$ cat config.mk
export PLATFORM = sky130hd
export DESIGN_NAME = indexed_lifo_stack_unit
export DESIGN_NICKNAME = d
export VERILOG_FILES = /design/src/sv/ils_pkg.sv /design/src/sv/ils_ctrl.sv /design/src/sv/ils_dp.sv /design/src/sv/indexed_lifo_stack_unit.sv
export SDC_FILE = /design/constraint.sdc
export NUM_CORES = 2
export LEC_CHECK = 0
export BUFFER_PORTS_ARGS = -buffer_cell sky130_fd_sc_hd__buf_2
export CAP_MARGIN = 20
export CORE_MARGIN = 2
export CORE_UTILIZATION = 30
export CTS_BUF_LIST = sky130_fd_sc_hd__clkbuf_16
export CTS_CLUSTER_SIZE = 10
export DETAILED_ROUTE_END_ITERATION = 8
export PLACE_DENSITY = 0.53
export SYNTH_ARGS = -nofsm -noshare
export SYNTH_HDL_FRONTEND = slang
export SYNTH_SLANG_ARGS = --single-unit
$ cat constraint.sdc
create_clock -name clk -period 6.1 [get_ports clk]
set_input_delay 0.305 -clock clk [delete_from_list [all_inputs] [get_ports clk]]
set_output_delay 0.305 -clock clk [all_outputs]
set_load 0.005 [all_outputs]
$ cat src/sv/ils_pkg.sv
package ils_pkg;

    localparam int DEPTH     = 64;
    localparam int WORD_BITS = 32;
    localparam int ADDR_BITS = $clog2(DEPTH);
    localparam int FILL_BITS = $clog2(DEPTH + 1);

    localparam logic [FILL_BITS-1:0] FILL_FULL = FILL_BITS'(DEPTH);
    localparam logic [6:0]           LVL_FULL  = 7'(DEPTH);

    typedef enum logic [2:0] {
        FN_PUSH  = 3'd0,
        FN_POP   = 3'd1,
        FN_TOP   = 3'd2,
        FN_READ  = 3'd3,
        FN_DUMP  = 3'd4,
        FN_WRITE = 3'd5
    } func_e;

    typedef enum logic [2:0] {
        STS_DONE  = 3'd0,
        STS_FULL  = 3'd1,
        STS_EMPTY = 3'd2,
        STS_LOW   = 3'd3,
        STS_HIGH  = 3'd4
    } status_e;

    typedef enum logic [1:0] {
        K_DIRECT,
        K_READ,
        K_DUMP
    } kind_e;

    typedef enum logic [1:0] {
        S_IDLE,
        S_READ,
        S_DUMP
    } state_e;

    typedef struct packed {
        logic [2:0]         func;
        logic [6:0]         position;
        logic signed [31:0] word_in;
    } in_item_t;

    typedef struct packed {
        logic [2:0]         status;
        logic signed [31:0] word_out;
        logic               last;
        logic [6:0]         fill_level;
        logic               is_empty_flag;
        logic               is_full_flag;
    } out_item_t;

    // controller -> datapath
    typedef struct packed {
        logic accept;
        logic load_now;
        logic load_rd;
        logic rd_in;
        logic dump_start;
        logic dump_step;
        logic last;
    } cmd_t;

    // datapath -> controller
    typedef struct packed {
        logic  in_valid;
        logic  out_free;
        kind_e kind;
        logic  dump_last;
    } sts_t;

    function automatic logic [WORD_BITS-1:0] word_to_store(logic [31:0] w);
        logic [63:0] t;
        t = '0;
        t[31:0] = w;
        return t[WORD_BITS-1:0];
    endfunction

    function automatic logic [31:0] word_to_out(logic [WORD_BITS-1:0] w);
        logic [63:0] t;
        t = '0;
        t[WORD_BITS-1:0] = w;
        return t[31:0];
    endfunction

    function automatic logic [6:0] fill_to_lvl(logic [FILL_BITS-1:0] f);
        logic [6:0] t;
        t = '0;
        t[FILL_BITS-1:0] = f;
        return t;
    endfunction

endpackage

$ cat src/sv/ils_ctrl.sv
module ils_ctrl (
    input  logic          clk,
    input  logic          rst_n,
    input  ils_pkg::sts_t sts,
    output ils_pkg::cmd_t cmd,
    output logic          cmd_stall
);

    ils_pkg::state_e state_reg;
    ils_pkg::state_e state_next;

    always_ff @(posedge clk or negedge rst_n)
    begin
        if (!rst_n)
        begin
            state_reg <= ils_pkg::S_IDLE;
        end
        else
        begin
            state_reg <= state_next;
        end
    end

    always_comb
    begin
        state_next = state_reg;
        unique case (state_reg)
            ils_pkg::S_IDLE:
            begin
                if (sts.in_valid && sts.out_free)
                begin
                    unique case (sts.kind)
                        ils_pkg::K_READ:   state_next = ils_pkg::S_READ;
                        ils_pkg::K_DUMP:   state_next = ils_pkg::S_DUMP;
                        default:           state_next = ils_pkg::S_IDLE;
                    endcase
                end
            end
            ils_pkg::S_READ:
            begin
                if (sts.out_free)
                begin
                    state_next = ils_pkg::S_IDLE;
                end
            end
            ils_pkg::S_DUMP:
            begin
                if (sts.out_free && sts.dump_last)
                begin
                    state_next = ils_pkg::S_IDLE;
                end
            end
            default:
            begin
                state_next = ils_pkg::S_IDLE;
            end
        endcase
    end

    always_comb
    begin
        cmd       = '0;
        cmd_stall = 1'b1;
        unique case (state_reg)
            ils_pkg::S_IDLE:
            begin
                cmd_stall = !sts.out_free;
                if (sts.in_valid && sts.out_free)
                begin
                    cmd.accept     = 1'b1;
                    cmd.load_now   = (sts.kind == ils_pkg::K_DIRECT);
                    cmd.rd_in      = (sts.kind != ils_pkg::K_DIRECT);
                    cmd.dump_start = (sts.kind == ils_pkg::K_DUMP);
                end
            end
            ils_pkg::S_READ:
            begin
                if (sts.out_free)
                begin
                    cmd.load_rd = 1'b1;
                    cmd.last    = 1'b1;
                end
            end
            ils_pkg::S_DUMP:
            begin
                if (sts.out_free)
                begin
                    cmd.load_rd   = 1'b1;
                    cmd.last      = sts.dump_last;
                    cmd.dump_step = !sts.dump_last;
                end
            end
            default:
            begin
                cmd_stall = 1'b1;
            end
        endcase
    end

endmodule

$ cat src/sv/ils_dp.sv
module ils_dp (
    input  logic              clk,
    input  logic              rst_n,
    input  logic              cmd_valid,
    input  ils_pkg::in_item_t cmd_item,
    input  logic              rsp_stall,
    output logic              rsp_valid,
    output ils_pkg::out_item_t rsp_item,
    input  ils_pkg::cmd_t     cmd,
    output ils_pkg::sts_t     sts
);

    logic [ils_pkg::WORD_BITS-1:0] mem [ils_pkg::DEPTH];

    logic [ils_pkg::FILL_BITS-1:0] fill_reg;
    logic [ils_pkg::FILL_BITS-1:0] fill_next;
    logic [ils_pkg::FILL_BITS-1:0] idx_reg;
    logic [ils_pkg::FILL_BITS-1:0] fill_m1;
    logic [ils_pkg::WORD_BITS-1:0] rd_data_reg;
    logic                          out_valid_reg;
    ils_pkg::out_item_t            out_reg;

    ils_pkg::kind_e                kind;
    ils_pkg::status_e              status;
    logic                          we;
    logic [ils_pkg::ADDR_BITS-1:0] waddr;
    logic [ils_pkg::ADDR_BITS-1:0] raddr_dec;
    logic [ils_pkg::ADDR_BITS-1:0] raddr;
    logic [6:0]                    pos_m1;
    logic [6:0]                    fill_lvl;
    logic                          stack_empty;
    logic                          stack_full;

    assign fill_m1     = fill_reg - ils_pkg::FILL_BITS'(1);
    assign pos_m1      = cmd_item.position - 7'd1;
    assign fill_lvl    = ils_pkg::fill_to_lvl(fill_reg);
    assign stack_empty = (fill_reg == '0);
    assign stack_full  = (fill_reg == ils_pkg::FILL_FULL);

    always_comb
    begin
        kind      = ils_pkg::K_DIRECT;
        status    = ils_pkg::STS_DONE;
        we        = 1'b0;
        waddr     = fill_reg[ils_pkg::ADDR_BITS-1:0];
        raddr_dec = '0;
        fill_next = fill_reg;
        priority if (cmd_item.func == ils_pkg::FN_PUSH)
        begin
            if (stack_full)
            begin
                status = ils_pkg::STS_FULL;
            end
            else
            begin
                we        = 1'b1;
                fill_next = fill_reg + ils_pkg::FILL_BITS'(1);
            end
        end
        else if (cmd_item.func > ils_pkg::FN_WRITE)
        begin
            status = ils_pkg::STS_DONE;
        end
        else if (stack_empty)
        begin
            status = ils_pkg::STS_EMPTY;
        end
        else
        begin
            unique case (cmd_item.func)
                ils_pkg::FN_POP:
                begin
                    fill_next = fill_m1;
                end
                ils_pkg::FN_TOP:
                begin
                    kind      = ils_pkg::K_READ;
                    raddr_dec = fill_m1[ils_pkg::ADDR_BITS-1:0];
                end
                ils_pkg::FN_DUMP:
                begin
                    kind = ils_pkg::K_DUMP;
                end
                ils_pkg::FN_READ, ils_pkg::FN_WRITE:
                begin
                    priority if (cmd_item.position == 7'd0)
                    begin
                        status = ils_pkg::STS_LOW;
                    end
                    else if (cmd_item.position > fill_lvl)
                    begin
                        status = ils_pkg::STS_HIGH;
                    end
                    else if (cmd_item.func == ils_pkg::FN_READ)
                    begin
                        kind      = ils_pkg::K_READ;
                        raddr_dec = pos_m1[ils_pkg::ADDR_BITS-1:0];
                    end
                    else
                    begin
                        we    = 1'b1;
                        waddr = pos_m1[ils_pkg::ADDR_BITS-1:0];
                    end
                end
                default:
                begin
                    status = ils_pkg::STS_DONE;
                end
            endcase
        end
    end

    assign raddr = cmd.dump_step ? idx_reg[ils_pkg::ADDR_BITS-1:0] : raddr_dec;

    always_ff @(posedge clk)
    begin
        if (cmd.accept && we)
        begin
            mem[waddr] <= ils_pkg::word_to_store(cmd_item.word_in);
        end
    end

    always_ff @(posedge clk)
    begin
        if (cmd.rd_in || cmd.dump_step)
        begin
            rd_data_reg <= mem[raddr];
        end
    end

    always_ff @(posedge clk or negedge rst_n)
    begin
        if (!rst_n)
        begin
            fill_reg      <= '0;
            idx_reg       <= '0;
            out_valid_reg <= 1'b0;
        end
        else
        begin
            if (cmd.accept)
            begin
                fill_reg <= fill_next;
            end
            // idx_reg counts entries already fetched during a dump
            if (cmd.dump_start)
            begin
                idx_reg <= ils_pkg::FILL_BITS'(1);
            end
            else if (cmd.dump_step)
            begin
                idx_reg <= idx_reg + ils_pkg::FILL_BITS'(1);
            end
            if (cmd.load_now || cmd.load_rd)
            begin
                out_valid_reg <= 1'b1;
            end
            else if (!rsp_stall)
            begin
                out_valid_reg <= 1'b0;
            end
        end
    end

    always_ff @(posedge clk)
    begin
        if (cmd.load_now)
        begin
            out_reg.status        <= status;
            out_reg.word_out      <= '0;
            out_reg.last          <= 1'b1;
            out_reg.fill_level    <= ils_pkg::fill_to_lvl(fill_next);
            out_reg.is_empty_flag <= (fill_next == '0);
            out_reg.is_full_flag  <= (fill_next == ils_pkg::FILL_FULL);
        end
        else if (cmd.load_rd)
        begin
            out_reg.status        <= ils_pkg::STS_DONE;
            out_reg.word_out      <= ils_pkg::word_to_out(rd_data_reg);
            out_reg.last          <= cmd.last;
            out_reg.fill_level    <= fill_lvl;
            out_reg.is_empty_flag <= stack_empty;
            out_reg.is_full_flag  <= stack_full;
        end
    end

    assign rsp_valid = out_valid_reg;
    assign rsp_item  = out_reg;

    assign sts.in_valid  = cmd_valid;
    assign sts.out_free  = !out_valid_reg || !rsp_stall;
    assign sts.kind      = kind;
    assign sts.dump_last = (idx_reg == fill_reg);

endmodule

$ cat src/sv/indexed_lifo_stack_unit.sv
// Indexed LIFO stack of up to 64 signed 32-bit words, positions 1 (bottom)
// to the fill count (top). Push, pop, write position and every refused
// operation can be issued back to back while the output is not stalled.
// Read top and read position also pass through the read state: the entry
// memory has one registered read port, so the result is formed from the
// registered read data. A dump streams one entry per cycle, bottom first,
// with last set on the top entry. No command is taken while a read or
// dump is in progress. Output stall holds the result register and pauses
// a dump. Entries need no clearing after reset; only the fill count, dump
// index, output valid flag and controller state are reset.
module indexed_lifo_stack_unit (
    input  logic               clk,
    input  logic               rst_n,
    input  logic               cmd_valid,
    output logic               cmd_stall,
    input  ils_pkg::in_item_t  cmd_item,
    output logic               rsp_valid,
    input  logic               rsp_stall,
    output ils_pkg::out_item_t rsp_item
);

    ils_pkg::cmd_t cmd;
    ils_pkg::sts_t sts;

    ils_ctrl u_ctrl (
        .clk       (clk),
        .rst_n     (rst_n),
        .sts       (sts),
        .cmd       (cmd),
        .cmd_stall (cmd_stall)
    );

    ils_dp u_dp (
        .clk       (clk),
        .rst_n     (rst_n),
        .cmd_valid (cmd_valid),
        .cmd_item  (cmd_item),
        .rsp_stall (rsp_stall),
        .rsp_valid (rsp_valid),
        .rsp_item  (rsp_item),
        .cmd       (cmd),
        .sts       (sts)
    );

endmodule

== Yosys cells after proc, flatten, opt, wreduce, memory -nomap -nowiden ==
Memories as Yosys holds them, arrays and structs flattened. A register that Yosys moved wholly into a read port is not among the register bits.
Index checks and enable logic that the tools add are counted.
Storage, ports and cells
  input bits: 46
  logic and storage cells: 120
  bits in registers: 62
  output and inout bits: 47
  bits in writable memories: 2048
  memories: 1
Cells by class
  multiplexer cells: 65
  equality and inequality tests: 16
  magnitude comparators: 2
  add/sub/neg operators: 4
  reductions and logical operators: 22
Memory list
  u_dp.mem: depth 64, width 32, read ports 1, clocked after Yosys merged registers in 1, wr ports 1, RTL line ils_dp.sv:13  | logic [ils_pkg::WORD_BITS-1:0] mem [ils_pkg::DEPTH];
Operators by type and width (number)
  45-bit two-way mux: 2
  6-bit two-way mux: 14
  7-bit two-way mux: 7
  2-bit two-way mux: 13
  7-bit zero test: 3
  1-bit two-way mux: 18
  3-bit two-way mux: 6
  7-bit by 1-bit adder with 7-bit output (second input constant): 2
  7-bit == test (second input constant): 2
  2-bit case mux with 3 select lines: 2
  6-bit case mux with 2 select lines: 1
  2-bit by 1-bit != test with 1-bit output (second input constant): 4
  7-bit == test: 1
  7-bit greater-than comparator: 1
  7-bit by 1-bit subtractor with 7-bit output (second input constant): 1
  3-bit by 2-bit == test with 1-bit output (second input constant): 2
  3-bit == test (second input constant): 2
  2-bit nonzero test: 3
  6-bit by 1-bit subtractor with 6-bit output (second input constant): 1
  2-bit by 1-bit == test with 1-bit output (second input constant): 2
  2-bit == test (second input constant): 2
  1-bit zero test: 4
  2-bit zero test: 2
  2-bit case mux with 2 select lines: 1
  8 further kinds: 13

== Logic depth before layout (Yosys ltp) ==
  depth in word-level cells: 14
  mapped depth: 21
  gate-level depth less buffers: 12

== Modules after synthesis ==
A second synthesis with hierarchy kept.
Second synthesis, totals
  cells, all modules: 5687
  area, all modules: 85773.5 sq um
Modules (own cells, without submodules)
  ils_dp: cells each 5661, instances 1, sequential area each 63856.2 sq um, area each 85549.5 sq um
  ils_ctrl: cells each 26, instances 1, sequential area each 50.0 sq um, area each 224.0 sq um

== Least setup slack after synthesis ==
OpenSTA, ideal clock, no wires.
  path type: reg2reg
  from: reg u_dp.fill_reg, in the netlist u_dp.fill_lvl[4]
  to: reg u_dp.rd_data_reg[0] (netlist bit), read port of u_dp.mem (enable)
  path buffers: 2
  setup time: 0.466 ns
  slack: 1.384 ns
  cell stages (with the launch flop): 12
  data arrival time: 4.250 ns
  clock period less this slack: 4.716 ns
  data required time: 5.634 ns
  cells stage by stage: dfrtp_1 clkbuf_1 clkbuf_1 inv_1 ha_1 a21oi_1 o21a_1 a21o_1 a21o_1 nand2_1 and2_1 o21ai_0
Between the ends
  longest elaborated chain between the ends: 11
  elaborated cells on any way between the ends: 24
  classes of those cells: add/sub (1); order compare (1); eq/ne (1); mux (17); reduce/logical (4)
RTL lines
  start: declaration: RTL line ils_dp.sv:15  | logic [ils_pkg::FILL_BITS-1:0] fill_reg;
  start signal: assignment: RTL line ils_dp.sv:143  | fill_reg <= fill_next;
  7-bit greater-than comparator: RTL line ils_dp.sv:90  | else if (cmd_item.position > fill_lvl)
  2-bit two-way mux: RTL line ils_dp.sv:90
  2-bit two-way mux: RTL line ils_dp.sv:86  | priority if (cmd_item.position == 7'd0)
  2-bit case mux with 3 select lines: RTL line ils_dp.sv:70  | unique case (cmd_item.func)
  2-bit two-way mux: RTL line ils_dp.sv:64  | else if (stack_empty)
  2-bit two-way mux: RTL line ils_dp.sv:60  | else if (cmd_item.func > ils_pkg::FN_WRITE)
  2-bit two-way mux: RTL line ils_dp.sv:48  | priority if (cmd_item.func == ils_pkg::FN_PUSH)
  2-bit nonzero test: RTL line ils_ctrl.sv:72  | cmd.rd_in = (sts.kind != ils_pkg::K_DIRECT);
  2-bit two-way mux: RTL line ils_ctrl.sv:68  | if (sts.in_valid && sts.out_free)
  2-bit two-way mux: RTL line ils_ctrl.sv:64  | unique case (state_reg)
  1-bit logical OR: RTL line ils_dp.sv:125  | if (cmd.rd_in || cmd.dump_step)
  end: declaration: RTL line ils_dp.sv:19  | logic [ils_pkg::WORD_BITS-1:0] rd_data_reg;
Parallel ways exist; a longest one is shown, timed or not.
A chain may end at the register's enable or synchronous reset.

== Worst setup path after layout ==
  from: reg u_dp.fill_reg, in the netlist u_dp.fill_lvl[1]
  to: reg u_dp.rd_data_reg[28] (netlist bit), read port of u_dp.mem, data pin
The elaborated chain is that of the path after synthesis.

==> impl_metrics.json <==
{
  "holdCritPathClass": "in2reg",
  "post-route-period-util_pct": 93.5,
  "grt_pass1_vias": 46400,
  "synth_cell_types": 72,
  "routedWlPerCell_um": 28.3,
  "area_growth_syn_to_layout_pct": 15.4,
  "ys.warnings.count": 0,
  "synth.top_cell.area_share_pct": 74.6,
  "synthArstFlopShare_pct": 0.794,
  "antenna_found_initial": 20,
  "firstDrtPassIters": 6,
  "core.rowCount": 194,
  "worstHoldPathCells": 4,
  "cp_common_cell": "and2_4",
  "dr_total_vias": 47800,
  "crit_cells": 13,
  "cts_tree": "yes",
  "synth.most_common_cell": "edfxtp_1",
  "dp_cells": 8637,
  "crit_slowest_cell": "and2_4",
  "grt_max_degree": 102,
  "dieArea_um2": 285000,
  "clk_pin_slew_worst_paths_ps": 60,
  "routed_wl_mm": 254,
  "largest_reg_flops": 2048,
  "numCtsBuffers": 234,
  "required_ps": 6760,
  "cts_setup_buffers": 0,
  "vdd_drop_max_mv": 0.301,
  "finalSetupTns_ps": 0,
  "grt_pass1_wl_mm": 358,
  "first_iter_violations": 6084,
  "placed_area_um2": 90600,
  "die_w_um": 534,
  "cp_max_fo": 34,
  "boundaryPins": 93,
  "finalCriticalPeriod_ps": 5710,
  "worst_pin_slew_ps": 1150,
  "synthesis.area_um2": 84300,
  "p_per_area_nw_per_um2": 367,
  "final_core_util_pct": 34.8,
  "clock_path_buffers": 3,
  "drive_above_1_share_pct": 17.6,
  "synth_nets": 4987,
  "slew_violations": 0,
  "yosys-top-cells-area": "edfxtp_1 (75%), mux4_2 (6.9%), nand2_1 (3.2%)",
  "synth_edf_count": 2092,
  "ys_ff_latch": 2142,
  "syn_inst": 4926,
  "synth_common_cells": "edfxtp_1 (2092), nand2_1 (726), mux4_2 (260)",
  "clk-insertion-delay-late_ps": 880,
  "finalHoldViolations": 0,
  "finish.instance_area_um2": 97200,
  "nFillCells": 26200,
  "routabilityCongestion": 0.845,
  "grt_overflow": 0,
  "path_delay_family": "simple AND/OR/NAND/NOR gates",
  "setup_viol": 0,
  "p_leak_uw": 0.0310,
  "maxCapViolCount": 0,
  "outcome": "completed",
  "yosys.area.top_type": "edfxtp_1",
  "die_h_um": 534,
  "fmax_mhz": 175,
  "grtUsageTotal_pct": 17.4,
  "startpoint_type": "register",
  "syn_area_per_cell_um2": 17.1,
  "core_area_um2": 279000,
  "worstPathBufferInverterCount": 2,
  "cp_cell_sequence": "inv_1 -> ha_1 -> or3b_1 -> or4_1 -> and2_4 -> nand2_1 -> a21o_1 -> and2_4 -> buf_4 -> a22oi_1 -> nand3_1 -> o21ai_1 -> nor4bb_1",
  "holdWs_ps": 64.4,
  "start_util_pct": 30.2,
  "drc_errors": 0,
  "rsz0062_at_grt": "no",
  "clkSinkCount": 2142,
  "hpwlAfterDp_mm": 141,
  "final_nets": 5224,
  "clockRootBuffer": "clkbuf_16",
  "synth_top_flop_cell": "edfxtp_1",
  "slowest_delay_ps": 810,
  "via_per_inst": 5.33,
  "skew_ps": 50.0,
  "critPathCaptureType": "register",
  "seq_area_frac_synth_pct": 75.8,
  "ant_nets": 0,
  "slew_headroom_pct": 22.6,
  "fin_cells": 8956,
  "cp.arrival_ps": 6370,
  "reg2regPathDepth": 13,
  "htreeDepth": 4,
  "worstSetupPathType": "reg2reg",
  "port_buffers": 92
}
==> worst min-delay path: stages <==
cell     delay, ps
buf_2          110
or3b_1         160
or3_1          120
a21oi_1         60
==> cells by family after synthesis <==
logic type	share of synthesized area, %
AOI/OAI and AO/OA	5.39
xor gates and xnor gates	0.249
adders and majority gates	0.223
buffers and inverters	2.01
DFF	75.8
muxes	8.42
and+or+nand+nor	7.87
==> path summary, 6_finish.rpt <==
kind / start / end / slack (ps)
worst max-delay path: u_dp.fill_lvl[1]$_DFFE_PN0P_ / u_dp.rd_data_reg[28]$_DFFE_PP_ / 390
worst min-delay path: cmd_item[37] / u_dp.rsp_item[43]$_DFFE_PP_ / 60
worst max register to register: u_dp.fill_lvl[1]$_DFFE_PN0P_ / u_dp.rd_data_reg[28]$_DFFE_PP_ / 390
worst min register to register: u_dp.rsp_item[30]$_SDFFE_PP0P_ / u_dp.rsp_item[30]$_SDFFE_PP0P_ / 450
max in group asynchronous: rst_n / u_dp.fill_lvl[3]$_DFFE_PN0P_ / 4950
min in group asynchronous: rst_n / u_ctrl.state_reg[1]$_DFFE_PN0P_ / 620
==> layer usage <==
layer  global-route usage, %  vias to the layer above  wire length, µm
met5                       0                        -               37
met4                    4.26                        6             5820
met3                    2.80                      367            18800
met2                    27.4                     2086           118000
met1                    25.1                    25300           111000
li1                        -                    20000                -
==> per-stage QoR <==
| step | setup WS [ps] | total power [µW] |
|---|---|---|
| global route | 160 | 36800 |
| finish | 394 | 35600 |
| global placement | 530 | 23500 |
| detailed placement | 442 | 23500 |
| floorplan | 1380 | 20800 |
| CTS | 419 | 35800 |
==> power by group <==
part	total [µW]	switching [µW]	leakage (µW)	internal [µW]
Clock	12400	5590	0.00327	6790
Combinational	6540	4320	0.00840	2220
Sequential	16700	228	0.0193	16500
Total	35600	10100	0.0310	25500
==> placed cells by master, fill, tap and decap left out, types with 5 or more instances in the layout <==
cell type / synthesis / layout
edfxtp_1: 2092 / 2092
nand2_1: 726 / 721
mux4_2: 260 / 260
clkbuf_16: 0 / 234
a211oi_1: 207 / 206
nand3_1: 205 / 205
buf_4: 32 / 159
a22oi_1: 131 / 131
and3_1: 131 / 131
mux2i_1: 122 / 122
buf_2: 63 / 92
a21oi_1: 78 / 78
or4_1: 70 / 70
nor2_4: 0 / 67
inv_1: 13 / 57
a31oi_1: 57 / 57
buf_12: 0 / 57
nor3b_1: 55 / 55
nor2_1: 104 / 38
o21ai_0: 39 / 37
a311oi_1: 35 / 35
dfxtp_1: 33 / 33
a31o_1: 26 / 26
nor4bb_1: 22 / 22
nor4_1: 20 / 20
xnor2_1: 17 / 17
dfrtp_1: 17 / 17
ha_1: 15 / 15
nor3_1: 13 / 12
o21ai_1: 11 / 10
dlygate4sd3_1: 0 / 10
a21o_1: 9 / 9
diode_2: 0 / 8
nand4_1: 8 / 8
xor2_1: 7 / 7
clkinv_16: 0 / 7
or4b_1: 5 / 5
inv_16: 0 / 5
==> timing repair <==
| action | in CTS | in global routing |
|---|---|---|
| resized for setup | 0 | 0 |
| endpoints found under the hold margin | 26 | 36 |
| hold buffers | 7 | 3 |
==> area by class of cell <==
class | instances | area [µm²] | area share, %
repair buffers | 319 | 2900 | 2.98
flip-flops and latches | 2142 | 63900 | 65.7
inverters | 14 | 52.6 | 0.0541
diodes | 8 | 20.0 | 0.0206
multi-input cells | 2452 | 19300 | 19.8
well taps | 3724 | 4660 | 4.79
clock buffers | 234 | 5860 | 6.02
clock inverters | 63 | 533 | 0.548
(Power assumes the default switching activity.)
